**config.mk**
```make
export PLATFORM = sky130hd
export DESIGN_NAME = base64_stream_encoder
export DESIGN_NICKNAME = d
export VERILOG_FILES = /design/src/sv/b64_pkg.sv /design/src/sv/base64_stream_encoder.sv /design/src/sv/b64_front.sv /design/src/sv/b64_grp_queue.sv /design/src/sv/b64_back.sv
export SDC_FILE = /design/constraint.sdc
export NUM_CORES = 1
export LEC_CHECK = 0
export ABC_AREA = 1
export BUFFER_PORTS_ARGS = -buffer_cell sky130_fd_sc_hd__buf_4
export CAP_MARGIN = 20
export CELL_PAD_IN_SITES_DETAIL_PLACEMENT = 1
export CELL_PAD_IN_SITES_GLOBAL_PLACEMENT = 1
export CORE_AREA = 4 4 88 124
export DETAILED_ROUTE_END_ITERATION = 10
export DIE_AREA = 0 0 92 128
export PLACE_DENSITY_LB_ADDON = 0.1
export SLEW_MARGIN = 20
export SYNTH_ARGS = -nofsm -noshare
export SYNTH_HDL_FRONTEND = slang
export SYNTH_SLANG_ARGS = --single-unit
```
**constraint.sdc**
```tcl
create_clock -name clock -period 3.2 [get_ports clock]
set_input_delay 0.16 -clock clock [delete_from_list [all_inputs] [get_ports clock]]
set_output_delay 0.16 -clock clock [all_outputs]
set_load 0.05 [all_outputs]
```
**src/sv/b64_pkg.sv**
```systemverilog
`timescale 1ns / 1ps

package b64_pkg;

   // Group queue between front and back
   localparam int QUEUE_DEPTH = 2;
   localparam int QPTR_W      = $clog2(QUEUE_DEPTH);
   localparam int QCNT_W      = $clog2(QUEUE_DEPTH + 1);

   localparam logic [7:0] PAD_CHAR   = 8'h3D; // '='
   localparam logic [7:0] PLUS_CHAR  = 8'h2B; // '+'
   localparam logic [7:0] SLASH_CHAR = 8'h2F; // '/'
   localparam logic [7:0] UPPER_A    = 8'h41;
   localparam logic [7:0] LOWER_A    = 8'h61;
   localparam logic [7:0] DIGIT_0    = 8'h30;

   // One three-byte group ready for encoding; missing bytes are zero
   typedef struct packed {
      logic [23:0] data;
      logic [1:0]  pad;   // number of '=' chars, 0..2
      logic        last;  // group closes the message
   } grp_type;

   typedef struct packed {
      logic    push;
      grp_type grp;
   } grp_push_type;

   typedef struct packed {
      logic    empty;
      logic    full;
      grp_type head;
   } grp_status_type;

   function automatic logic [7:0] sextet_char(input logic [5:0] v);
      logic [7:0] w;
      begin
         w = {2'b00, v};
         if (v < 6'd26) begin
            return UPPER_A + w;
         end else if (v < 6'd52) begin
            return LOWER_A + w - 8'd26;
         end else if (v < 6'd62) begin
            return DIGIT_0 + w - 8'd52;
         end else if (v == 6'd62) begin
            return PLUS_CHAR;
         end else begin
            return SLASH_CHAR;
         end
      end
   endfunction

endpackage

```
**src/sv/base64_stream_encoder.sv**
```systemverilog
`timescale 1ns / 1ps
// A request that closes a group is written into the group queue; the back then
// loads its first char into the output register, and the other three follow
// one per cycle while rsp_pop is high. Throughput is one char per cycle while
// the sink pops, set by the single-char output register.
// Reset: synchronous, active high; clears byte count, queue and output valid.

module base64_stream_encoder (
   input  logic       clock,
   input  logic       reset,
   // request side
   input  logic       req_push,
   output logic       req_full,
   input  logic [7:0] req_in_byte,
   input  logic       req_msg_last,
   // response side
   output logic       rsp_empty,
   input  logic       rsp_pop,
   output logic [7:0] rsp_out_char,
   output logic       rsp_group_end,
   output logic       rsp_msg_end
);
   import b64_pkg::*;

   grp_push_type   q_push;
   grp_status_type q_status;
   logic           q_pop;

   // Front: gathers request bytes into groups of three, closes short
   // groups on the final byte and records the pad count.
   b64_front u_front (
      .clock        (clock),
      .reset        (reset),
      .req_push     (req_push),
      .req_in_byte  (req_in_byte),
      .req_msg_last (req_msg_last),
      .q_full       (q_status.full),
      .q_push       (q_push)
   );

   // Two-entry group queue lets the front keep taking bytes while the
   // back is still streaming out the previous group.
   b64_grp_queue u_queue (
      .clock    (clock),
      .reset    (reset),
      .q_push   (q_push),
      .q_pop    (q_pop),
      .q_status (q_status)
   );

   // Back: walks the head group one sextet per cycle into the output
   // register whenever it is free; it frees up on the same edge it is popped.
   b64_back u_back (
      .clock         (clock),
      .reset         (reset),
      .q_status      (q_status),
      .q_pop         (q_pop),
      .rsp_pop       (rsp_pop),
      .rsp_empty     (rsp_empty),
      .rsp_out_char  (rsp_out_char),
      .rsp_group_end (rsp_group_end),
      .rsp_msg_end   (rsp_msg_end)
   );

   // Backpressure only when the group queue is full.
   assign req_full = q_status.full;

endmodule

```
**src/sv/b64_front.sv**
```systemverilog
`timescale 1ns / 1ps

module b64_front (
   input  logic                    clock,
   input  logic                    reset,
   input  logic                    req_push,
   input  logic [7:0]              req_in_byte,
   input  logic                    req_msg_last,
   input  logic                    q_full,
   output b64_pkg::grp_push_type   q_push
);
   import b64_pkg::*;

   logic [1:0] count_ff, count_in;
   logic [7:0] hold_ff [2];
   logic [7:0] b0, b1, b2;
   logic       accept, close;

   assign accept = req_push & ~q_full;
   // count never reaches 3; bit 1 set means two bytes held
   assign close  = accept & (count_ff[1] | req_msg_last);

   always_comb begin
      case (count_ff)
         2'd0: begin
            b0 = req_in_byte; b1 = 8'd0;       b2 = 8'd0;
         end
         2'd1: begin
            b0 = hold_ff[0];  b1 = req_in_byte; b2 = 8'd0;
         end
         default: begin
            b0 = hold_ff[0];  b1 = hold_ff[1]; b2 = req_in_byte;
         end
      endcase
   end

   always_comb begin
      q_push.push      = close;
      q_push.grp.data  = {b0, b1, b2};
      q_push.grp.last  = req_msg_last;
      case (count_ff)
         2'd0:    q_push.grp.pad = 2'd2;
         2'd1:    q_push.grp.pad = 2'd1;
         default: q_push.grp.pad = 2'd0;
      endcase
   end

   always_comb begin
      count_in = count_ff;
      if (close) begin
         count_in = 2'd0;
      end else if (accept) begin
         count_in = count_ff + 2'd1;
      end
   end

   always_ff @(posedge clock) begin
      if (reset) begin
         count_ff <= 2'd0;
      end else begin
         count_ff <= count_in;
      end
   end

   always_ff @(posedge clock) begin
      if (accept & ~close) begin
         hold_ff[count_ff[0]] <= req_in_byte;
      end
   end

endmodule

```
**src/sv/b64_grp_queue.sv**
```systemverilog
`timescale 1ns / 1ps

module b64_grp_queue (
   input  logic                     clock,
   input  logic                     reset,
   input  b64_pkg::grp_push_type    q_push,
   input  logic                     q_pop,
   output b64_pkg::grp_status_type  q_status
);
   import b64_pkg::*;

   grp_type           ent_ff [QUEUE_DEPTH];
   logic [QPTR_W-1:0] wr_ptr_ff, wr_ptr_in;
   logic [QPTR_W-1:0] rd_ptr_ff, rd_ptr_in;
   logic [QCNT_W-1:0] cnt_ff, cnt_in;
   logic              do_push, do_pop;

   assign q_status.empty = (cnt_ff == '0);
   assign q_status.full  = (cnt_ff == QCNT_W'(QUEUE_DEPTH));
   assign q_status.head  = ent_ff[rd_ptr_ff];

   assign do_push = q_push.push & ~q_status.full;
   assign do_pop  = q_pop & ~q_status.empty;

   always_comb begin
      wr_ptr_in = wr_ptr_ff;
      rd_ptr_in = rd_ptr_ff;
      cnt_in    = cnt_ff;
      if (do_push) begin
         wr_ptr_in = (wr_ptr_ff == QPTR_W'(QUEUE_DEPTH - 1)) ? '0 : wr_ptr_ff + 1'b1;
      end
      if (do_pop) begin
         rd_ptr_in = (rd_ptr_ff == QPTR_W'(QUEUE_DEPTH - 1)) ? '0 : rd_ptr_ff + 1'b1;
      end
      if (do_push & ~do_pop) begin
         cnt_in = cnt_ff + 1'b1;
      end else if (do_pop & ~do_push) begin
         cnt_in = cnt_ff - 1'b1;
      end
   end

   always_ff @(posedge clock) begin
      if (reset) begin
         wr_ptr_ff <= '0;
         rd_ptr_ff <= '0;
         cnt_ff    <= '0;
      end else begin
         wr_ptr_ff <= wr_ptr_in;
         rd_ptr_ff <= rd_ptr_in;
         cnt_ff    <= cnt_in;
      end
   end

   always_ff @(posedge clock) begin
      if (do_push) begin
         ent_ff[wr_ptr_ff] <= q_push.grp;
      end
   end

`ifndef ASSERT_OFF
   a_cnt_range: assert property (@(posedge clock) disable iff (reset)
      cnt_ff <= QCNT_W'(QUEUE_DEPTH))
      else $error("group queue count out of range");

   a_ptr_match: assert property (@(posedge clock) disable iff (reset)
      (cnt_ff == '0 || cnt_ff == QCNT_W'(QUEUE_DEPTH)) |-> (wr_ptr_ff == rd_ptr_ff))
      else $error("group queue pointers disagree with count");
`endif

endmodule

```
**src/sv/b64_back.sv**
```systemverilog
`timescale 1ns / 1ps

module b64_back (
   input  logic                     clock,
   input  logic                     reset,
   input  b64_pkg::grp_status_type  q_status,
   output logic                     q_pop,
   input  logic                     rsp_pop,
   output logic                     rsp_empty,
   output logic [7:0]               rsp_out_char,
   output logic                     rsp_group_end,
   output logic                     rsp_msg_end
);
   import b64_pkg::*;

   logic       valid_ff, valid_in;
   logic [1:0] idx_ff, idx_in;
   logic [7:0] char_ff, char_in;
   logic       gend_ff, gend_in;
   logic       mend_ff, mend_in;
   logic       load;
   logic [5:0] sextet;
   logic [2:0] pad_sum;

   assign load  = ~q_status.empty & (~valid_ff | rsp_pop);
   assign q_pop = load & (idx_ff == 2'd3);

   always_comb begin
      case (idx_ff)
         2'd0:    sextet = q_status.head.data[23:18];
         2'd1:    sextet = q_status.head.data[17:12];
         2'd2:    sextet = q_status.head.data[11:6];
         default: sextet = q_status.head.data[5:0];
      endcase
   end

   // char k is padding when k + pad reaches 4
   assign pad_sum = {1'b0, idx_ff} + {1'b0, q_status.head.pad};

   always_comb begin
      char_in  = char_ff;
      gend_in  = gend_ff;
      mend_in  = mend_ff;
      idx_in   = idx_ff;
      valid_in = valid_ff & ~rsp_pop;
      if (load) begin
         char_in  = pad_sum[2] ? PAD_CHAR : sextet_char(sextet);
         gend_in  = (idx_ff == 2'd3);
         mend_in  = (idx_ff == 2'd3) & q_status.head.last;
         idx_in   = idx_ff + 2'd1;
         valid_in = 1'b1;
      end
   end

   always_ff @(posedge clock) begin
      if (reset) begin
         valid_ff <= 1'b0;
         idx_ff   <= 2'd0;
      end else begin
         valid_ff <= valid_in;
         idx_ff   <= idx_in;
      end
   end

   always_ff @(posedge clock) begin
      char_ff <= char_in;
      gend_ff <= gend_in;
      mend_ff <= mend_in;
   end

   assign rsp_empty     = ~valid_ff;
   assign rsp_out_char  = char_ff;
   assign rsp_group_end = gend_ff;
   assign rsp_msg_end   = mend_ff;

`ifndef ASSERT_OFF
   a_group_held: assert property (@(posedge clock) disable iff (reset)
      (idx_ff != 2'd0) |-> !q_status.empty)
      else $error("group left queue before all four chars went out");

   a_msg_end_on_group_end: assert property (@(posedge clock) disable iff (reset)
      (valid_ff && mend_ff) |-> gend_ff)
      else $error("message end off a group boundary");
`endif

endmodule

```
==> run metrics, run 1 <==
CTS root buffer=clkbuf_16; clock skew=7.69 ps; status=finished clean; Max Cap Violations=0; Clock transition at path regs=60 ps; Max Fclk=344 MHz; commonest cells in the netlist=nand2_1 (95), edfxtp_1 (80), inv_1 (49), nor2_1 (35), a21oi_1 (31); routed vias=2924; Final setup viols=0; most common cell in the synthesized netlist=nand2_1; Final Cycle Share=90.7%; TritonCTS clock tree=built; RSZ-0062 raised after global routing=false; Setup crit end=u_back.rsp_out_char[4]; number of CTS-inserted buffers=9; largest net degree at the start of global routing=29; Placeable Area=9790 µm²; maximum fanout along the worst path=11; port buffer count=24; Syn. warnings=0; syn avg cell area=10.5 µm²; final period demand of the worst path=2900 ps; drt total wl=9770 µm; Crit Reg-Reg Startpoint=u_back.idx_ff[1]; R2R Setup Slk=300 ps; crit path DAT=2980 ps; Sum Neg Setup Slack=0 ps; nets@finish=472; switching share of power=30.0%; CP Launch Type=register; # rows=43; Clock Path Buffers=2; cells after synthesis=412; ANT nets after route=0; DP Cell Count=565; Starting Density=44.2%; Die ar.=11800 µm²; count of flip-flops with a built-in enable after synthesis=80; Peak VDD IR=0.000292 V; antenna fix cells=0; Hold WS=14.8 ps; Synth async-reset ratio=0%; #FFs+latches synth=90; H-tree levels=3; Leakage=1.99 nW; area leader, netlist=edfxtp_1; Finished Layout Cells=582; largest cells by area after synthesis=edfxtp_1 (55%), nand2_1 (8.2%), ha_1 (4.9%); Sequential Power Share=41.1%; slew at the pin closest to its max-slew limit=754 ps; Pins Over Slew Limit=0; Mapped Area=4330 µm²; # fillers=1097; hold crit path type=input port to register; Power Dens Cells=692 nW/µm²; DIE WIDTH=92 µm; Syn Nets=442; area occupied by registers=2600 µm²; Clk pwr share=34.1%; clock latency at the later pin of the worst-skew pair=340 ps; die height=128 µm; number of remaining DRC errors=0; Synth-to-Final Area Change=15.0%; drt pass-1 iters=5; CP required=3270 ps; wire length per cell=16.8 µm; FF-to-FF path depth=17; Seq/Total Area, Yosys=60.1%; initial antenna violation count=0; global-route wire length before repair=16000 µm; Vias/cell=5.02; Iter 0 DRT Violations=128; kind of critical path=register to register; internal power=2.42 mW; Final Hold Fails=0; Netlist cell types=37; HPWL after DPL=7150 µm; Slew HR=49.5%; Sink Count=90; CP endpoint kind=register; GPL Wtd Cong=0.866; GRT Overall Usage=17.9%; Gate power share=24.8%; area of the multi-input gates=1450 µm²; P_sw=1.03 mW; fraction of layout cells with a size suffix above 1=17.2%; RR Endpoint=u_back.rsp_out_char[4]; area share of the largest cell type after synthesis=55.4%; total gr overflow=0; vias in the first global route=3220; CP startpoint=u_back.idx_ff[1]; IO Count=25; commonest register cell after synthesis=edfxtp_1
[cells by family after synthesis]
| group | synth area share [%] |
|---|---|
| multiplexers | 0.260 |
| XOR/XNOR | 0.607 |
| AO/OA/AOI/OAI | 9.10 |
| adder cells (fa/ha/maj) | 4.91 |
| flip-flops | 60.1 |
| AND/OR/NAND/NOR | 18.4 |
| buffers and inverters | 6.67 |
[flip-flops by register name, indices dropped and copies added (netlist names), named ones only]
name and flops:
u_back.rsp_msg_end 1, u_back.rsp_group_end 1, u_front.count_ff 2, u_back.idx_ff 2, u_front.hold_ff 16, u_queue.cnt_ff 2
u_queue.rd_ptr_ff 1, u_back.rsp_out_char 8, u_queue.ent_ff 54, u_queue.wr_ptr_ff 1, u_back.valid_ff 1
[critical path, stage by stage (launching register included)]
cell	delay [ps]
dfxtp_1	360
inv_1	130
ha_1	490
nand2_1	120
nand2_1	70
inv_1	30
nand2_1	50
nand2_1	50
nand2_1	70
nand2_2	130
inv_1	150
ha_1	290
nand2_1	130
nor2_4	170
inv_2	60
nor2_2	110
nand3b_1	130
o211ai_2	80
[stage by stage]
step	setup WS (ps)	cell area (µm²)	utilization [%]	total power, mW
after detailed placement	242	4630	47.3	2.30
after floorplan	734	4330	-	2.08
after global routing	27.8	4980	50.9	3.63
after CTS	226	4980	50.8	3.48
final	296	4980	50.9	3.45
after global placement	330	4630	47.3	2.28
[worst min path at each step]
stage | slack, ps | to | cells after the start | from
CTS | 0.6 | u_front.hold_ff[1][1] | 1 | req_in_byte[1]
floorplan | 230 | u_front.count_ff[1] | 1 | reset
detailed placement | 360 | u_front.hold_ff[1][1] | 1 | req_in_byte[1]
global route | 6 | u_front.hold_ff[0][5] | 1 | req_in_byte[5]
finish | 10 | u_front.hold_ff[0][1] | 1 | req_in_byte[1]
global placement | 350 | u_front.hold_ff[0][1] | 1 | req_in_byte[1]
[power by group through the flow]
| stage | Combinational, mW | Clock, mW | Sequential, mW |
|---|---|---|---|
| floorplan | 0.545 | 0 | 1.53 |
| global placement | 0.839 | 0 | 1.44 |
| detailed placement | 0.856 | 0 | 1.44 |
| CTS | 0.866 | 1.20 | 1.42 |
| global route | 0.954 | 1.25 | 1.42 |
| finish | 0.854 | 1.18 | 1.42 |
[metal layers]
metal  part of all wire, %  GRT usage (%)
met1                    40           19.2
met2                    55           34.1
met3                   2.5           3.88
met4                   2.4           6.47
met5                     0              0
[layout make-up]
| class | count | area share (%) |
|---|---|---|
| Timing Repair Buffer | 30 | 4.57 |
| Sequential cell | 90 | 52.2 |
| Clock buffer | 10 | 4.60 |
| Clock inverter | 6 | 2.11 |
| Inverter | 53 | 3.99 |
| Tap cell | 135 | 3.39 |
| Multi-Input combinational cell | 258 | 29.1 |
[timing repair]
action | in CTS | in global routing
hold buffers | 1 | 0
resized for setup | 0 | 1
setup endpoints to repair | 0 | 1
setup buffers | 0 | 0
hold endpoints to repair | 1 | 0
[cells in the final DEF (no fill, tap or decap), types with 7 or more instances in the layout]
cell        n
a21oi_1    31
buf_4      29
clkbuf_16   9
dfxtp_1    10
edfxtp_1   80
ha_1       16
inv_1      49
nand2_1    95
nand3_1    20
nor2_1     33
o21ai_0    11
o22ai_1     7
Power figures use the tool's default switching activity.
==> inputs of run 2 (changes only) <==
- ABC_AREA: 1 -> not set
- CORE_AREA: 4 4 88 124 -> 4 4 86 121
- DIE_AREA: 0 0 92 128 -> 0 0 90 125
==> run metrics, run 2 <==
status=finished clean; H-tree levels=3 (unchanged); Clk pwr share=33.3% (-0.8 points); initial antenna violation count=0 (unchanged); Mapped Area=4120 µm² (-4.9%); Pins Over Slew Limit=0 (unchanged); commonest register cell after synthesis=edfxtp_1; hold crit path type=input port to register; # rows=42 (-2.3%); Slew HR=42.2% (-7.3 points); Final setup viols=0 (unchanged); wire length per cell=19.1 µm (+14%); Synth-to-Final Area Change=16.8%; TritonCTS clock tree=built; critical path's largest stage delay=380 ps (-110 ps); max reg flops=54 (unchanged); syn avg cell area=13.5 µm² (+28%); delay-heaviest family, CP=compound AO/OA/AOI/OAI gates; Sum Neg Setup Slack=0 ps (unchanged); count of flip-flops with a built-in enable after synthesis=80 (unchanged); number of remaining DRC errors=0 (unchanged); commonest non-fill, non-tap cells in the layout=edfxtp_1 (80), buf_4 (37), nand2_1 (25); vias in the first global route=2652 (-18%); largest family of logic cells by synthesized area=simple AND/OR/NAND/NOR gates; clock latency at the later pin of the worst-skew pair=340 ps (about the same); most common cell in the synthesized netlist=edfxtp_1; largest cells by area after synthesis=edfxtp_1 (58%), ha_1 (5.2%), dfxtp_1 (4.9%); port buffer count=24 (unchanged); internal power=2.39 mW (-0.99%); Netlist cell types=51 (+38%); total gr overflow=0 (unchanged); GR Util met1=19.6% (+0.49 points); Synth async-reset ratio=0% (unchanged); Gate power share=24.7% (about the same); P_sw=0.996 mW (-3.6%); DIE WIDTH=90 µm (-2.2%); switching share of power=29.4% (-0.56 points); antenna fix cells=0 (unchanged); drt pass-1 iters=4 (-1); CP Launch Type=register; fraction of layout cells with a size suffix above 1=23.5% (+6.3 points); Synth Area in Adders=5.16% (+0.25 points); Syn. warnings=0 (unchanged); slew at the pin closest to its max-slew limit=863 ps (+109 ps); critical path's slowest cell=dfxtp_2; GPL Wtd Cong=0.805 (-6.9%); Buf+Inv Stages, Crit Path=1 (-3); mux cell area share after synthesis=4.92% (+4.7 points); Sequential Power Share=42.0% (+0.9 points); GRT busiest layer=met2; # fillers=920 (-16%); Clock transition at path regs=60 ps (about the same); largest net degree at the start of global routing=28 (-3.4%); CTS root buffer=clkbuf_16; Max Cap Violations=0 (unchanged); cts hold-fix bufs=0 (-1); compound-cell area share of the yosys netlist=10.5% (+1.4 points); Simple-Gate Fraction of Synth Area=11.4% (-7.0 points); commonest cells in the netlist=edfxtp_1 (80), nand2_1 (25), ha_1 (17), nor2_1 (16), nand3_1 (15); Clock Path Buffers=2 (unchanged); drt total wl=8680 µm (-11%); # Post-CTS Setup Buffers=0 (unchanged); CP Cell Sequence=inv_1 > ha_4 > a222oi_1 > nand2_1 > and3_1 > ha_1 > and2_1 > a221oi_4 > mux2i_1 > o22ai_1 > a211o_1; Power Dens Cells=704 nW/µm² (+1.7%); IO Count=25 (unchanged); cells after synthesis=305 (-26%); Starting Density=44.3% (+0.060 points); routed vias=2545 (-13%); Max Fclk=334 MHz (-3.1%); Final Cycle Share=93.7% (+2.9 points); Peak VDD IR=0.000443 V (+52%); Vias/cell=5.59 (+11%); Reg with most FFs=u_queue.ent_ff; maximum fanout along the worst path=8 (-3); HPWL after DPL=6180 µm (-13%); kind of critical path=register to register; RSZ-0062 raised after global routing=false; most common cell after layout, fill and taps aside=edfxtp_1; ANT nets after route=0 (unchanged); area share of the largest cell type after synthesis=58.3% (+2.8 points); Syn Nets=335 (-24%); Placeable Area=9300 µm² (-5.0%); met2 usage=27.1% (-7.0 points); final period demand of the worst path=3000 ps (+94.1 ps); met3 Track Usage GR=4.69% (+0.81 points); #FFs+latches synth=90 (unchanged); xor-xnor portion of the synthesized cell area=1.28% (+0.67 points); Seq/Total Area, Yosys=63.1% (+3.1 points); area leader, netlist=edfxtp_1; Sink Count=90 (unchanged); CP required=3290 ps (+20 ps); Hold WS=38.8 ps (+24.0 ps); die height=125 µm (-2.3%); Iter 0 DRT Violations=111 (-13%); GRT Overall Usage=16.1% (-1.8 points); clock skew=3.46 ps (-4.23 ps); nets@finish=370 (-22%); Die ar.=11300 µm² (-4.5%); Leakage=1.73 nW (-13%); number of CTS-inserted buffers=9 (unchanged); Total Power=3.39 mW (-1.8%); Final Hold Fails=0 (unchanged); global-route wire length before repair=14000 µm (-12%); CP endpoint kind=register; crit path DAT=3090 ps (+110 ps)
run 2: final timing paths:
check / start / end / slack (ps) / cells past startpoint
setup reg to reg: u_back.idx_ff[0] / u_back.rsp_out_char[3] / 200 / 11
hold reg to reg: u_back.valid_ff / u_back.valid_ff / 510 / 2
setup / recovery: u_back.idx_ff[0] / u_back.rsp_out_char[3] / 200 / 11
hold / removal: req_in_byte[7] / u_front.hold_ff[0][7] / 40 / 1
run 2: layer usage:
| layer | wire [µm] | vias to the layer above |
|---|---|---|
| met4 | 181 | 0 |
| met5 | 0 | - |
| met2 | 4420 | 46 |
| met3 | 299 | 13 |
| li1 | - | 1227 |
| met1 | 3780 | 1259 |
run 2: power groups by stage:
stage	Combinational [mW]	Sequential [mW]	Clock, mW
after CTS	0.831	1.42	1.15
after floorplan	0.524	1.53	0
after detailed placement	0.825	1.45	0
final	0.837	1.42	1.13
after global routing	0.924	1.43	1.22
after global placement	0.810	1.44	0
run 2: repair_timing:
action,4_1_cts,5_1_grt
pin swaps,0,2
setup endpoints to repair,3,4
gates resized for setup,2,8
run 2: cell type report:
class | count | area (µm²) | area share (%)
multi-input combinational | 189 | 1420 | 29.4
inverter | 12 | 45.0 | 0.936
clock buffer | 10 | 229 | 4.76
tap | 110 | 138 | 2.86
clock inverter | 6 | 88.8 | 1.85
sequential | 90 | 2610 | 54.2
timing repair buffer | 38 | 289 | 6.01
run 2: cell families (layout without fill, tap and decap cells):
kind of cell	Yosys count	in the layout
compound gates	57	57
simple gates	90	90
mux	19	19
xor+xnor	6	6
buf+inv	26	66
fa+ha+maj	17	17
flops	90	90
run 2: worst register-to-register path, stage by stage (launching register included):
cell	delay [ps]
dfxtp_2	380
inv_1	110
ha_4	210
a222oi_1	360
nand2_1	80
and3_1	230
ha_1	260
and2_1	190
a221oi_4	290
mux2i_1	220
o22ai_1	100
a211o_1	300
run 2: through the flow:
step / util [%] / worst slack, ps / instance area (µm²) / instances
CTS: 51.4 / 83.7 / 4780 / 455
finish: 51.7 / 202 / 4810 / 455
global route: 51.7 / 1.63 / 4810 / 455
floorplan: - / 291 / 4130 / 305
global placement: 47.9 / 131 / 4460 / 439
detailed placement: 47.9 / -21.8 / 4460 / 439
